`src/rtl/assert_macros.svh`:
```
// Assertion helpers shared by the RTL. Every check is clocked on clk and is
// switched off while rst_n is low.
`ifndef ASSERT_MACROS_SVH
`define ASSERT_MACROS_SVH

// A property that must hold at every clock edge.
`define CHK_ALWAYS(lbl, prop, msg) \
  lbl: assert property (@(posedge clk) disable iff (!rst_n) (prop)) else $error(msg);

// When the antecedent holds, the consequent must hold in the next cycle.
`define CHK_NEXT(lbl, ante, cons, msg) \
  lbl: assert property (@(posedge clk) disable iff (!rst_n) (ante) |=> (cons)) else $error(msg);

`endif

```
`src/rtl/mep_pkg.sv`:
```
`default_nettype none

package mep_pkg;

  localparam int FRAC_BITS  = 26;
  localparam int COORD_BITS = 16;
  localparam int COUNT_BITS = 24;
  localparam int VAL_W      = 32;
  localparam int PROD_W     = 2 * VAL_W;
  localparam int SUM_W      = PROD_W + 1;
  localparam int PT_W       = COORD_BITS + VAL_W + 1;
  // |z|^2 >= 4.0 in Q(2*FRAC_BITS) means some bit at or above this one is set.
  localparam int ESC_BIT    = 2 * FRAC_BITS + 2;

  localparam int ADDR_W = 5;
  localparam int IDX_W  = 3;
  localparam int DATA_W = 32;

  localparam logic [IDX_W-1:0] REG_MAX_ITER    = 3'd0;
  localparam logic [IDX_W-1:0] REG_ORIGIN_REAL = 3'd1;
  localparam logic [IDX_W-1:0] REG_ORIGIN_IMAG = 3'd2;
  localparam logic [IDX_W-1:0] REG_STEP_REAL   = 3'd3;
  localparam logic [IDX_W-1:0] REG_STEP_IMAG   = 3'd4;

  localparam logic [COUNT_BITS-1:0] MAX_ITER_RST = 24'd1000;
  localparam logic [VAL_W-1:0] ORIGIN_RST = 32'hF800_0000;
  localparam logic [VAL_W-1:0] STEP_RST   = 32'h0004_0000;

  localparam logic [7:0] RED_HIGH = 8'd240;

  typedef struct packed {
    logic [COORD_BITS-1:0] column;
    logic [COORD_BITS-1:0] row;
  } pixel_t;

  typedef struct packed {
    logic [COUNT_BITS-1:0] iteration_count;
    logic [7:0]            red;
    logic [7:0]            green_blue;
  } result_t;

  typedef struct packed {
    logic [COUNT_BITS-1:0]   max_iterations;
    logic signed [VAL_W-1:0] origin_real;
    logic signed [VAL_W-1:0] origin_imag;
    logic signed [VAL_W-1:0] step_real;
    logic signed [VAL_W-1:0] step_imag;
  } cfg_t;

  typedef struct packed {
    logic load;     // capture index * step products
    logic form_c;   // form c, clear z and the count
    logic square;   // capture x*x, y*y, x*y
    logic advance;  // write back the new z and bump the count
    logic finish;   // register the result and strobe it
  } cmd_t;

  typedef struct packed {
    logic at_limit;
    logic escaped;
  } status_t;

  typedef enum logic [2:0] {
    ST_IDLE,
    ST_POINT,
    ST_SQUARE,
    ST_TEST
  } state_t;

endpackage

`default_nettype wire

```
`src/rtl/mep_ctrl.sv`:
```
`default_nettype none

module mep_ctrl (
  input  wire logic             clk,
  input  wire logic             rst_n,
  input  wire logic             start,
  input  wire mep_pkg::status_t status,
  output logic                  busy,
  output mep_pkg::cmd_t         cmd
);

  mep_pkg::state_t state_r;
  mep_pkg::state_t state_nxt;
  logic            stop;

  assign stop = status.at_limit | status.escaped;

  always_ff @(posedge clk) begin
    if (!rst_n) begin
      state_r <= mep_pkg::ST_IDLE;
    end else begin
      state_r <= state_nxt;
    end
  end

  always_comb begin
    state_nxt = state_r;
    unique case (state_r)
      mep_pkg::ST_IDLE:   if (start) state_nxt = mep_pkg::ST_POINT;
      mep_pkg::ST_POINT:  state_nxt = mep_pkg::ST_SQUARE;
      mep_pkg::ST_SQUARE: state_nxt = mep_pkg::ST_TEST;
      mep_pkg::ST_TEST:   state_nxt = stop ? mep_pkg::ST_IDLE : mep_pkg::ST_SQUARE;
      default:            state_nxt = mep_pkg::ST_IDLE;
    endcase
  end

  always_comb begin
    cmd  = '0;
    busy = 1'b1;
    unique case (state_r)
      mep_pkg::ST_IDLE: begin
        busy     = 1'b0;
        cmd.load = start;
      end
      mep_pkg::ST_POINT:  cmd.form_c = 1'b1;
      mep_pkg::ST_SQUARE: cmd.square = 1'b1;
      mep_pkg::ST_TEST: begin
        cmd.finish  = stop;
        cmd.advance = ~stop;
      end
      default: busy = 1'b0;
    endcase
  end

endmodule

`default_nettype wire

```
`config.mk`:
```
export PLATFORM = sky130hd
export DESIGN_NAME = mep_ctrl
export DESIGN_NICKNAME = d
export VERILOG_FILES = /design/src/rtl/assert_macros.svh /design/src/rtl/mep_pkg.sv /design/src/rtl/mep_ctrl.sv
export SDC_FILE = /design/constraint.sdc
export NUM_CORES = 1
export LEC_CHECK = 0
export BUFFER_PORTS_ARGS = -buffer_cell sky130_fd_sc_hd__buf_4
export CAP_MARGIN = 20
export CORE_AREA = 5 5 42 44
export CTS_BUF_LIST = sky130_fd_sc_hd__clkbuf_4 sky130_fd_sc_hd__clkbuf_8
export DETAILED_ROUTE_END_ITERATION = 6
export DIE_AREA = 0 0 47 49
export SLEW_MARGIN = 5
export SYNTH_ARGS = -nofsm -noshare
export SYNTH_HDL_FRONTEND = slang
export SYNTH_SLANG_ARGS = --single-unit
```
`constraint.sdc`:
```
create_clock -name clk -period 1 [get_ports clk]
set_clock_uncertainty 0.15 [all_clocks]
set_input_delay 0.2 -clock clk [delete_from_list [all_inputs] [get_ports clk]]
set_output_delay 0.2 -clock clk [all_outputs]
set_load 0.01 [all_outputs]
```
; ---- Word-level counts from Yosys, hierarchy flattened
; Cells that the tools add are included.
[totals]
inputBits = 5
ff_bits = 3
wordCells = 17
output_inout_bits = 6
[op_classes]
n_bitwise = 2
n_reduce_logical = 2
eq_ne = 4
mux = 8
[ops]
columns = op, count
row1 = 3-bit case mux with 4 select lines, 1
row2 = 3-bit by 2-bit equality test with 1-bit output (second input constant), 2
row3 = 1-bit 2-to-1 mux, 4
row4 = 2-bit 2-to-1 mux, 2
row5 = 3-bit by 1-bit equality test with 1-bit output (second input constant), 1
row6 = 3-bit zero test, 1
row7 = 3-bit 2-to-1 mux, 1
row8 = 3-bit OR reduction, 1
row9 = 2-bit != test (second input constant), 1
row10 = 1-bit inverter, 1
row11 = 1-bit bitwise OR, 1

; ---- Logic depth before layout (Yosys ltp)
[logic_depth]
word_depth = 3
depth_mapped = 2
ltp_nobuf = 2

; ---- Least setup slack after synthesis
; OpenSTA, ideal clock, no wires.
[synth_path]
path_type = register to output
from = reg state_r[0]
to = out cmd[4] in the netlist's numbering
arrival_time_ns = 0.751
n_path_buf = 0
path_stages_with_launch = 3
setup_slack_ns = -0.101
required_time_ns = 0.650
path_cell_list = dfxtp_1 -> or2_4 -> nor2_1
[synth_lines]
columns = item, line
row1 = "start, declared", mep_ctrl.sv:12  ; mep_pkg::state_t state_r;
row2 = "start signal, assigned", mep_ctrl.sv:20  ; state_r <= mep_pkg::ST_IDLE;
row3 = "start signal, assigned", mep_ctrl.sv:22  ; state_r <= state_nxt;
row4 = "end, declared", mep_ctrl.sv:9  ; output mep_pkg::cmd_t cmd

==> flow_summary.yaml <==
status:
  run_status: "finished, violations left"
  violations: "negative setup slack"
setup_path:
  reg2reg_slack_ns: 0.04
  reg2reg_depth: 2
  cp.arrival_ns: 0.97
  critical_path.cell_chain: "or2_4, nor2_4, buf_6"
  cpMaxStageDelayCell: "dfxtp_2"
  worstReg2RegStart: "state_r[1]$_SDFFE_PN0P_"
  type_of_the_worst_setup_path: "flop to output pin"
  worst_r2r_endpoint: "state_r[1]$_SDFFE_PN0P_"
  timing.critical_path.slowest_cell_delay_ns: 0.31
  worstPathMaxFanout: 3
  critical_path_required_ns: 0.65
  startpoint_type: "flop"
  timing.critical_path.to_type: "output pin"
logic_synthesis:
  syn-num-nets: 19
  postSynthRegisterBits: 2
  synth.top_cells.by_area: "dfxtp_1 (37%), nor2_1 (14%), o211a_1 (9.3%)"
  synth_top_area_share: 0.372
  netlist_area_um2: 108
  number_of_instances_in_the_synthesized_netlist: 14
  post-synth-top-area-cell: "dfxtp_1"
  synth_seq_area_share: 0.372
  yosys.cell_types.count: 10
  yosysWarnings: 0
  average_cell_area_after_synthesis_um2: 7.69
pwr:
  peakVddDrop_uv: 404
  power.share.switching: 0.233
  power.static_leakage_nw: 0.136
  switchingPower_mw: 0.0856
  combinationalPowerShare: 0.273
  power_mw: 0.367
  sequentialPowerShare: 0.258
  pwr_density_cell_nw_per_um2: 1400
  internal_power_mw: 0.282
  p_clk_frac: 0.469
finish:
  largest-register: "state_r"
  post-route-util: 0.188
  nNetsFinal: 36
  num-fill-cells: 167
  largest_register_ffs: 2
  final_layout_size_suffix_gt1_frac: 0.690
  flip_flop_and_latch_area_um2: 42.5
  reg_top3: "state_r x2"
  area_of_combinational_cells_with_multiple_inputs_um2: 76.3
  area_growth_pct: 144
  antenna_cells: 0
  final_area_um2: 263
floorplanning:
  num_rows: 14
  initial_core_util: 0.0768
  die_height_um: 49
  core_area_um2: 1400
  die_width_um: 47
  die_area_um2: 2300
  num_io_pins: 11
hold_path:
  hold_path.class: "input port to flop"
  worstHoldStart: "rst_n"
  worst_hold_path.endpoint: "state_r[1]$_SDFFE_PN0P_"
  worstHoldPathCells: 2
clocking:
  clkLatencyLatePin_ns: 0.22
  cts.htree.levels: 1
  cts_root_buf: "clkbuf_4"
  cts_tree: "yes"
  clkSlewWorstSetupHoldPaths_ns: 0.03
  cts.sink_count: 2
  cts_made_buffers: 3
  cts_buffer_depth: 2
sta:
  post-route-min-period_ns: 1.32
  setup-violations-final: 6
  hold_viol_final: 0
  fmaxAchievable_mhz: 756
  post-route-period-util: 1.32
  setup_ws_ns: -0.322
  worst-slew-pin-transition_ns: 0.164
  unrepaired_setup_endpoints_after_global_routing: "yes"
  slew-limit-headroom: 0.891
  slew_violations: 0
detailed_routing:
  route.detailed.drc: 0
  drt-pass1-iter-count: 2
  via_count: 146
  drt-total-wl_um: 338
  drt-vias-per-instance: 3.24
  wl_per_cell_um: 7.51
  drt-initial-drc-count: 1
  antenna_left: 0
global_route:
  number_of_antenna_violations_at_the_first_check_in_global_routing: 0
  grt_usage: 0.0394
  pin_count_of_the_biggest_net_entering_global_routing: 6
  gr-total-overflow: 0
  grt_first_pass_wirelength_um: 558
  grt_pass1_vias: 153
flow_run:
  max-cap-violations: 0
place:
  place.port_buffers: 10
  routabilityCongestion: 0.605
  dpl.hpwl_um: 292
  detailed_place.area_um2: 230
[cell families (layout without fill, tap and decap cells)]
group | count (synthesis) | count (layout) | synth area share
and+or+nand+nor | 10 | 10 | 0.500
buffers and inverters | 1 | 16 | 0.0349
AOI/OAI and AO/OA | 1 | 1 | 0.0930
DFF | 2 | 2 | 0.372
[routing by layer]
metal / track usage / share of wire / wire, um / up-vias
met1: 0.0284 / 0.37 / 124 / 64
li1: - / - / - / 76
met4: 0.0415 / 0 / 0 / 0
met2: 0.0475 / 0.49 / 164 / 6
met3: 0.0480 / 0.14 / 49 / 0
met5: 0 / 0 / 0 / -
[timing repair]
item,in CTS,in global routing
endpoints found under the hold margin,0,0
buffers inserted,0,0
endpoints found under the setup margin,6,6
pin swaps,1,0
gates resized for setup,4,0
hold buffers,0,0
[layout make-up]
cell class              count  share of cell area
repair buffers             12               0.371
multi-input cells          11               0.290
flip-flops and latches      2               0.162
clock buffers               3              0.0857
well taps                  16              0.0762
inverters                   1              0.0143
[cell usage in the layout (no fill, tap or decap)]
| cell | count |
|---|---|
| and2b_1 | 1 |
| nor2_1 | 3 |
| buf_6 | 2 |
| nor3_2 | 1 |
| or2_4 | 1 |
| inv_1 | 1 |
| dfxtp_2 | 2 |
| nor2_4 | 1 |
| clkbuf_4 | 3 |
| o211a_1 | 1 |
| nor2b_1 | 1 |
| nor3b_1 | 1 |
| nand2_1 | 1 |
| buf_4 | 10 |
[power groups by stage]
stage / sequential, mW / clock (mW) / combinational [mW]
after global placement: 0.0938 / 0 / 0.0962
after global routing: 0.0962 / 0.196 / 0.110
after floorplan: 0.0943 / 0 / 0.0432
final: 0.0949 / 0.172 / 0.100
after CTS: 0.0948 / 0.185 / 0.103
after detailed placement: 0.0944 / 0 / 0.0971
[synth_stat cells]
master and number:
inv_1 1, dfxtp_1 2, and2b_1 1, o211a_1 1, nand2_1 1, nor3b_1 1
nor3_1 1, or2_4 1, nor2b_1 1, nor2_1 4
[through the flow]
stage	instances	setup TNS [ns]	setup slack (ns)	hold slack, ns
6_report	45	-1.61	-0.322	0.0675
5_1_grt	45	-1.92	-0.364	0.0698
3_3_place_gp	42	-0.377	-0.117	0.300
3_5_place_dp	42	-0.438	-0.131	0.294
4_1_cts	45	-1.71	-0.339	0.0647
2_1_floorplan	14	-0.0393	-0.0393	0.183
[worst max-delay path by stage]
stage | startpoint | to
finish | state_r[1]$_SDFFE_PN0P_ | cmd[4]
global placement | state_r[0]$_SDFFE_PN0P_ | cmd[4]
CTS | state_r[0]$_SDFFE_PN0P_ | cmd[4]
detailed placement | state_r[0]$_SDFFE_PN0P_ | cmd[4]
global route | state_r[1]$_SDFFE_PN0P_ | cmd[4]
floorplan | state_r[0]$_SDFFE_PN0P_ | cmd[4]
[critical path: cells and delay by family, from the launching register on]
kind	cells	cell delay, ns
AND/OR/NAND/NOR	2	0.34
flip-flops	1	0.31
buffers and inverters	1	0.10
No activity file was read; power rests on OpenSTA's default activity.
