**src/rtl/assert_macros.svh**
```systemverilog
// Assertion helpers shared by the RTL. Every check is clocked on clk and is
// switched off while rst_n is low.
`ifndef ASSERT_MACROS_SVH
`define ASSERT_MACROS_SVH

// A property that must hold at every clock edge.
`define CHK_ALWAYS(lbl, prop, msg) \
  lbl: assert property (@(posedge clk) disable iff (!rst_n) (prop)) else $error(msg);

// When the antecedent holds, the consequent must hold in the next cycle.
`define CHK_NEXT(lbl, ante, cons, msg) \
  lbl: assert property (@(posedge clk) disable iff (!rst_n) (ante) |=> (cons)) else $error(msg);

`endif

```
**src/rtl/mep_pkg.sv**
```systemverilog
`default_nettype none

package mep_pkg;

  localparam int FRAC_BITS  = 26;
  localparam int COORD_BITS = 16;
  localparam int COUNT_BITS = 24;
  localparam int VAL_W      = 32;
  localparam int PROD_W     = 2 * VAL_W;
  localparam int SUM_W      = PROD_W + 1;
  localparam int PT_W       = COORD_BITS + VAL_W + 1;
  // |z|^2 >= 4.0 in Q(2*FRAC_BITS) means some bit at or above this one is set.
  localparam int ESC_BIT    = 2 * FRAC_BITS + 2;

  localparam int ADDR_W = 5;
  localparam int IDX_W  = 3;
  localparam int DATA_W = 32;

  localparam logic [IDX_W-1:0] REG_MAX_ITER    = 3'd0;
  localparam logic [IDX_W-1:0] REG_ORIGIN_REAL = 3'd1;
  localparam logic [IDX_W-1:0] REG_ORIGIN_IMAG = 3'd2;
  localparam logic [IDX_W-1:0] REG_STEP_REAL   = 3'd3;
  localparam logic [IDX_W-1:0] REG_STEP_IMAG   = 3'd4;

  localparam logic [COUNT_BITS-1:0] MAX_ITER_RST = 24'd1000;
  localparam logic [VAL_W-1:0] ORIGIN_RST = 32'hF800_0000;
  localparam logic [VAL_W-1:0] STEP_RST   = 32'h0004_0000;

  localparam logic [7:0] RED_HIGH = 8'd240;

  typedef struct packed {
    logic [COORD_BITS-1:0] column;
    logic [COORD_BITS-1:0] row;
  } pixel_t;

  typedef struct packed {
    logic [COUNT_BITS-1:0] iteration_count;
    logic [7:0]            red;
    logic [7:0]            green_blue;
  } result_t;

  typedef struct packed {
    logic [COUNT_BITS-1:0]   max_iterations;
    logic signed [VAL_W-1:0] origin_real;
    logic signed [VAL_W-1:0] origin_imag;
    logic signed [VAL_W-1:0] step_real;
    logic signed [VAL_W-1:0] step_imag;
  } cfg_t;

  typedef struct packed {
    logic load;     // capture index * step products
    logic form_c;   // form c, clear z and the count
    logic square;   // capture x*x, y*y, x*y
    logic advance;  // write back the new z and bump the count
    logic finish;   // register the result and strobe it
  } cmd_t;

  typedef struct packed {
    logic at_limit;
    logic escaped;
  } status_t;

  typedef enum logic [2:0] {
    ST_IDLE,
    ST_POINT,
    ST_SQUARE,
    ST_TEST
  } state_t;

endpackage

`default_nettype wire

```
**src/rtl/mep_regs.sv**
```systemverilog
`default_nettype none

module mep_regs (
  input  wire logic                        clk,
  input  wire logic                        rst_n,
  input  wire logic                        psel,
  input  wire logic                        penable,
  input  wire logic                        pwrite,
  input  wire logic [mep_pkg::ADDR_W-1:0]  paddr,
  input  wire logic [mep_pkg::DATA_W-1:0]  pwdata,
  output logic      [mep_pkg::DATA_W-1:0]  prdata,
  output mep_pkg::cfg_t                    cfg
);

  mep_pkg::cfg_t cfg_r;
  logic          wr_en;
  logic [mep_pkg::IDX_W-1:0] idx;

  assign wr_en = psel & penable & pwrite;
  assign idx   = paddr[mep_pkg::ADDR_W-1:2];

  always_ff @(posedge clk) begin
    if (!rst_n) begin
      cfg_r.max_iterations <= mep_pkg::MAX_ITER_RST;
      cfg_r.origin_real    <= mep_pkg::ORIGIN_RST;
      cfg_r.origin_imag    <= mep_pkg::ORIGIN_RST;
      cfg_r.step_real      <= mep_pkg::STEP_RST;
      cfg_r.step_imag      <= mep_pkg::STEP_RST;
    end else if (wr_en) begin
      unique case (idx)
        mep_pkg::REG_MAX_ITER:    cfg_r.max_iterations <= pwdata[mep_pkg::COUNT_BITS-1:0];
        mep_pkg::REG_ORIGIN_REAL: cfg_r.origin_real    <= pwdata;
        mep_pkg::REG_ORIGIN_IMAG: cfg_r.origin_imag    <= pwdata;
        mep_pkg::REG_STEP_REAL:   cfg_r.step_real      <= pwdata;
        mep_pkg::REG_STEP_IMAG:   cfg_r.step_imag      <= pwdata;
        default: ;
      endcase
    end
  end

  always_comb begin
    unique case (idx)
      mep_pkg::REG_MAX_ITER:
        prdata = {{(mep_pkg::DATA_W-mep_pkg::COUNT_BITS){1'b0}}, cfg_r.max_iterations};
      mep_pkg::REG_ORIGIN_REAL: prdata = cfg_r.origin_real;
      mep_pkg::REG_ORIGIN_IMAG: prdata = cfg_r.origin_imag;
      mep_pkg::REG_STEP_REAL:   prdata = cfg_r.step_real;
      mep_pkg::REG_STEP_IMAG:   prdata = cfg_r.step_imag;
      default:                  prdata = '0;
    endcase
  end

  assign cfg = cfg_r;

endmodule

`default_nettype wire

```
**config.mk**
```make
export PLATFORM = sky130hd
export DESIGN_NAME = mep_regs
export DESIGN_NICKNAME = d
export VERILOG_FILES = /design/src/rtl/assert_macros.svh /design/src/rtl/mep_pkg.sv /design/src/rtl/mep_regs.sv
export SDC_FILE = /design/constraint.sdc
export NUM_CORES = 1
export LEC_CHECK = 0
export ABC_AREA = 1
export BUFFER_PORTS_ARGS = -buffer_cell sky130_fd_sc_hd__buf_4
export CELL_PAD_IN_SITES_DETAIL_PLACEMENT = 0
export CELL_PAD_IN_SITES_GLOBAL_PLACEMENT = 2
export CORE_UTILIZATION = 24
export DETAILED_ROUTE_END_ITERATION = 12
export PLACE_DENSITY_LB_ADDON = 0.25
export SLEW_MARGIN = 40
export SYNTH_ARGS = -nofsm -noshare
export SYNTH_HDL_FRONTEND = slang
export SYNTH_SLANG_ARGS = --single-unit
export TNS_END_PERCENT = 1
```
**constraint.sdc**
```tcl
create_clock -name clk -period 1.3 [get_ports clk]
set_clock_uncertainty 0.05 [all_clocks]
set_input_delay 0.13 -clock clk [delete_from_list [all_inputs] [get_ports clk]]
set_output_delay 0.13 -clock clk [all_outputs]
set_load 0.005 [all_outputs]
```
Word-level counts from Yosys, hierarchy flattened
Index checks and enable logic that the tools add are counted.
Word-level totals
  flip-flop bits (word level): 152
  input port bits: 42
  word-level logic and storage cells: 18
Cells by class
  equality and inequality tests: 4
  muxes and demuxes: 1
  bitwise logic cells: 2
  reduce and logical (&&, ||, !) cells: 6
Operator list (number)
  $pmux W32 S5: 1
  $reduce_and A2 Y1: 5
  $eq A3 B2 Y1 const B: 2
  $eq A3 B1 Y1 const B: 1
  $eq A3 B3 Y1 const B: 1
  $logic_not A3 Y1: 1
  $and A1 B1 Y1: 2

Longest topological paths before layout
  depth after elaboration: 3
  mapped depth: 10

Worst setup path before layout
Ideal clock, no wire load.
  kind: input to output
  start point: input paddr[4] (netlist name)
  end point: output prdata[16] (netlist name)
  data arrival time: 1037 ps
  data required time: 1120 ps
  path slack: 83 ps
  stages on the path: 8
  buffers on the path: 3
  cell sequence: buf_2 > inv_4 > buf_6 > clkbuf_1 > nand4_1 > nand2_1 > nor2_1 > nand2_1
On the way
  word-level cells in the longest chain between the ends: 2
RTL lines
  start, declared: RTL line mep_regs.sv:9  | input wire logic [mep_pkg::ADDR_W-1:0] paddr,
  $eq A3 B3 Y1 (tied with other cells): RTL line mep_regs.sv:42  | unique case (idx)
  $pmux W32 S5 (*): RTL line mep_regs.sv:42
  end, declared: RTL line mep_regs.sv:11  | output logic [mep_pkg::DATA_W-1:0] prdata,
Mark *: on every way between the ends. The rest lies on a longest branch, timed or not.

Final worst setup path
  start point: register cfg_r (netlist bit cfg[33])
  end point: output prdata[1] (netlist name)
On the way
  word-level cells in the longest chain between the ends: 1
RTL lines
  start, declared: RTL line mep_regs.sv:15  | mep_pkg::cfg_t cfg_r;
  $pmux W32 S5: RTL line mep_regs.sv:42
Every way passes these cells.

==> Implementation_results.wiki <==
{| class="wikitable"
! Metric !! Value
|-
| Result of the run || finished, violations left
|-
| Violated checks || negative setup slack
|-
| Wire per inst || 16.5 um
|-
| Via count of the first global-routing pass || 7,818
|-
| Type of element launching the critical path || register
|-
| Detailed placement HPWL || 21.7 mm
|-
| Number of flip-flops in the largest register || roughly 150
|-
| MaxCap Viol Count || 0
|-
| DRC violations left || 0
|-
| Element type at the critical path end || output port
|-
| Post-Place Cells || 1,810
|-
| Cell with the largest stage delay on the worst path || sky130_fd_sc_hd__dfxtp_4
|-
| Die outline area || approximately 0.032 mm2
|-
| Cell depth of the worst flop-to-flop path || 3
|-
| Clock tree sinks || 152
|-
| Accumulated negative setup slack || -2240 ps
|-
| Total CTS buffers || 17
|-
| Worst slack after detailed placement || -261 ps
|-
| Number of antenna violations at the first check in global routing || 0
|-
| HP Class || in -> reg
|-
| Total buffers and inverters traversed by the critical path || 1
|-
| Summed instance area of the synthesized netlist || 0.00748 mm2
|-
| Maximum vdd drop || 836 uV
|-
| Total Wirelength || about 31 mm
|-
| Clock latency at the later pin of the worst-skew pair || 420 ps
|-
| Data required time at the worst endpoint || approximately 1100 ps
|-
| Total Power || ~11 mW
|-
| Max Slew Vio Count || 0
|-
| Final count of negative-setup-slack endpoints || 32
|-
| Post-synth top flop || sky130_fd_sc_hd__dfxtp_1
|-
| Overflow after GRT || 0
|-
| R2R Path Start || cfg[33]$_SDFFE_PN0P_
|-
| Post-synthesis async set-or-reset flop share || 0
|-
| Antenna violation net count after detailed routing || 0
|-
| Number of nets in the synthesized netlist || 1,234
|-
| Endpoint of the worst register-to-register path || cfg[33]$_SDFFE_PN0P_
|-
| Final period util || 1.09
|-
| Overall die height || around 180 um
|-
| Clock Path Buffers || 2
|-
| Peak fanout along the critical path || 2
|-
| First-pass GRT wire length || between 40 and 50 mm
|-
| Most area-hungry cell type in the Yosys netlist || sky130_fd_sc_hd__dfxtp_1
|-
| Growth of design area from synthesis to finish || 49.0%
|-
| Synthesized netlist cell count || 1,192
|-
| Final critical delay including setup and external delays || 1420 ps
|-
| Number of DRC markers in iteration 0 || roughly 440
|-
| Achievable Freq || 703 MHz
|-
| Initial cell density of the core || 0.244
|-
| Most common library cells after synthesis || sky130_fd_sc_hd__nand2_1, sky130_fd_sc_hd__nor2_1, sky130_fd_sc_hd__nand3_1
|-
| Yosys reg bits || between 150 and 200
|-
| Cell types with the largest area share after synthesis || sky130_fd_sc_hd__dfxtp_1, sky130_fd_sc_hd__nand2_1, sky130_fd_sc_hd__nor2_1
|-
| Mapped Avg Cell Area || 6.27 um2
|-
| Setup slack after layout || -122 ps
|-
| Number of placed I/O pins || 226
|-
| Final hold violation count || 0
|-
| Longest individual stage delay on the worst path || 340 ps
|-
| Sequential fraction of the synthesis area || 0.407
|-
| Tightest slew margin relative to the limit || 0.714
|-
| GRT Total Usage || 0.195
|-
| Most common cell type on the critical path || sky130_fd_sc_hd__nand2_1
|-
| Library cells used by synthesis || 20
|-
| Count of non-filler cells in the finished layout || 1,861
|-
| Ratio of cells with drive above 1 in the final layout || 0.302
|-
| First-pass detailed-route iteration total || 5
|-
| Final weighted congestion in routability-driven placement || roughly 0.78
|-
| Kind of cell adding the most delay to the critical path || simple AND/OR/NAND/NOR gates
|-
| RSZ-0062 raised after global routing || true
|-
| Start point of the worst min-delay path || pwdata[25]
|-
| Most frequent cell after synthesis || sky130_fd_sc_hd__nand2_1
|-
| Count of standard-cell rows || 64
|-
| Actual slew at the worst max-slew pin || 428 ps
|-
| Leak pwr || 5.36 nW
|-
| Critical path, cell by cell || nand4_1 > nand2_1 > nor2_2 > nand2_1 > buf_6
|-
| Detailed-route via count || roughly 8,000
|-
| Number of vias per cell after detailed routing || 4.42
|-
| Placeable core region || 0.0306 mm2
|-
| Clock-pin slew on the worst setup and hold paths || roughly 70 ps
|-
| CTS tree || done
|-
| Critical Setup Path Class || reg -> out
|-
| Number of nets in the layout || 1,494
|-
| Largest net degree at the start of global routing || a little under 60
|-
| Data arrival time of the worst path || 1240 ps
|-
| Number of diodes added for antenna fixing || 0
|-
| Pwr dens || about 1000 mW/mm2
|-
| Worst hold stages || 5
|-
| Number of enable flip-flop cells after synthesis || 0
|-
| Endpoint with the worst hold slack || cfg[57]$_SDFFE_PN0P_
|-
| Clock root buffer || sky130_fd_sc_hd__clkbuf_16
|-
| Level count of the clock H-tree || 4
|-
| Port buffer count || 223
|-
| Setup slack on the worst flop-to-flop path || ~530 ps
|-
| Die X-Extent || 179 um
|-
| Count of warnings emitted by yosys || 0
|-
| Area share of the leading cell type in the synthesized netlist || 0.407
|}
-- power by group --
part           total, mW  switching [mW]  internal, mW  leakage, nW
registers           4.77          0.0549          4.72         1.26
clock network       5.31            2.21          3.10        0.291
logic               1.29           0.739         0.547         3.82
total               11.4            3.01          8.36         5.36
-- per-layer routing --
layer | global-route usage | vias up | share of wire | routed length [um]
met5 | 0 | - | 0 | 0
met4 | 0.0494 | 0 | 0.015 | 450
met3 | 0.0458 | 23 | 0.061 | 1890
met2 | 0.316 | 223 | 0.46 | 14100
met1 | 0.259 | 3756 | 0.47 | 14400
li1 | - | 4229 | - | -
-- worst register-to-register path, stage by stage (launching register included) --
cell and delay, ps:
sky130_fd_sc_hd__dfxtp_4 340, sky130_fd_sc_hd__buf_4 140, sky130_fd_sc_hd__nor2_1 90, sky130_fd_sc_hd__nor2_1 50
-- layout make-up --
type	count	area (um2)
fill	3380	19400
multi-input combinational	884	3800
sequential	152	3120
timing repair buffer	324	2830
tap	396	495
clock buffer	19	443
inverter	73	285
clock inverter	13	166
-- placed cells by master (no fill, tap or decap) --
master                          instances
sky130_fd_sc_hd__dfxtp_1               91
sky130_fd_sc_hd__clkbuf_1               1
sky130_fd_sc_hd__nand3_2                5
sky130_fd_sc_hd__clkinvlp_4             3
sky130_fd_sc_hd__inv_2                  3
sky130_fd_sc_hd__inv_1                 67
sky130_fd_sc_hd__dfxtp_4                1
sky130_fd_sc_hd__nand2_1              362
sky130_fd_sc_hd__dlygate4sd3_1         13
sky130_fd_sc_hd__bufinv_16              3
sky130_fd_sc_hd__dfxtp_2               60
sky130_fd_sc_hd__nor2_1               294
sky130_fd_sc_hd__nor2_4                 9
sky130_fd_sc_hd__buf_6                  6
sky130_fd_sc_hd__clkinv_2               3
sky130_fd_sc_hd__nor2_2                 8
sky130_fd_sc_hd__inv_6                  4
sky130_fd_sc_hd__clkbuf_16             17
sky130_fd_sc_hd__inv_4                  1
sky130_fd_sc_hd__nand3_1              155
sky130_fd_sc_hd__clkinv_4               1
sky130_fd_sc_hd__inv_8                  1
sky130_fd_sc_hd__buf_4                278
sky130_fd_sc_hd__nand2_2                7
sky130_fd_sc_hd__nand3_4                3
sky130_fd_sc_hd__clkbuf_8               1
sky130_fd_sc_hd__nand4_1               38
sky130_fd_sc_hd__nor2_8                 1
sky130_fd_sc_hd__o21ai_0                2
sky130_fd_sc_hd__buf_12                27
-- what timing repair did --
action / 4_1_cts / 5_1_grt
gates resized for setup: 69 / 23
pin swaps: 15 / 10
hold buffers: 13 / 0
endpoints found under the setup margin: 32 / 32
hold endpoints to repair: 25 / 0
setup buffers: 5 / 1
-- logic make-up (layout without fill, tap and decap cells) --
family	count (synthesis)	count (layout)	share of synthesized area
flops	152	152	0.407
simple gates	882	882	0.495
buf+inv	156	429	0.0967
compound gates	2	2	0.00134
-- worst max-delay path by stage --
stage | to | startpoint | cells after the start | slack, ps
finish | prdata[1] | cfg[33]$_SDFFE_PN0P_ | 5 | -120
global route | prdata[1] | cfg[33]$_SDFFE_PN0P_ | 5 | -210
CTS | prdata[7] | cfg[7]$_SDFFE_PN0P_ | 5 | -160
detailed placement | cfg[136]$_SDFFE_PN1P_ | paddr[3] | 8 | -260
global placement | cfg[133]$_SDFFE_PN1P_ | paddr[3] | 8 | -280
floorplan | prdata[16] | paddr[4] | 8 | 80
-- per-stage QoR --
stage / hold WS, ps / utilization / instance area [um2]
after floorplan: 206 / - / 7480
after global placement: 302 / 0.333 / 10200
after detailed placement: 313 / 0.333 / 10200
after CTS: 11.5 / 0.362 / 11100
after global routing: 35.1 / 0.364 / 11100
final: 11.0 / 0.364 / 11100
No activity file was read; power rests on OpenSTA's default activity.
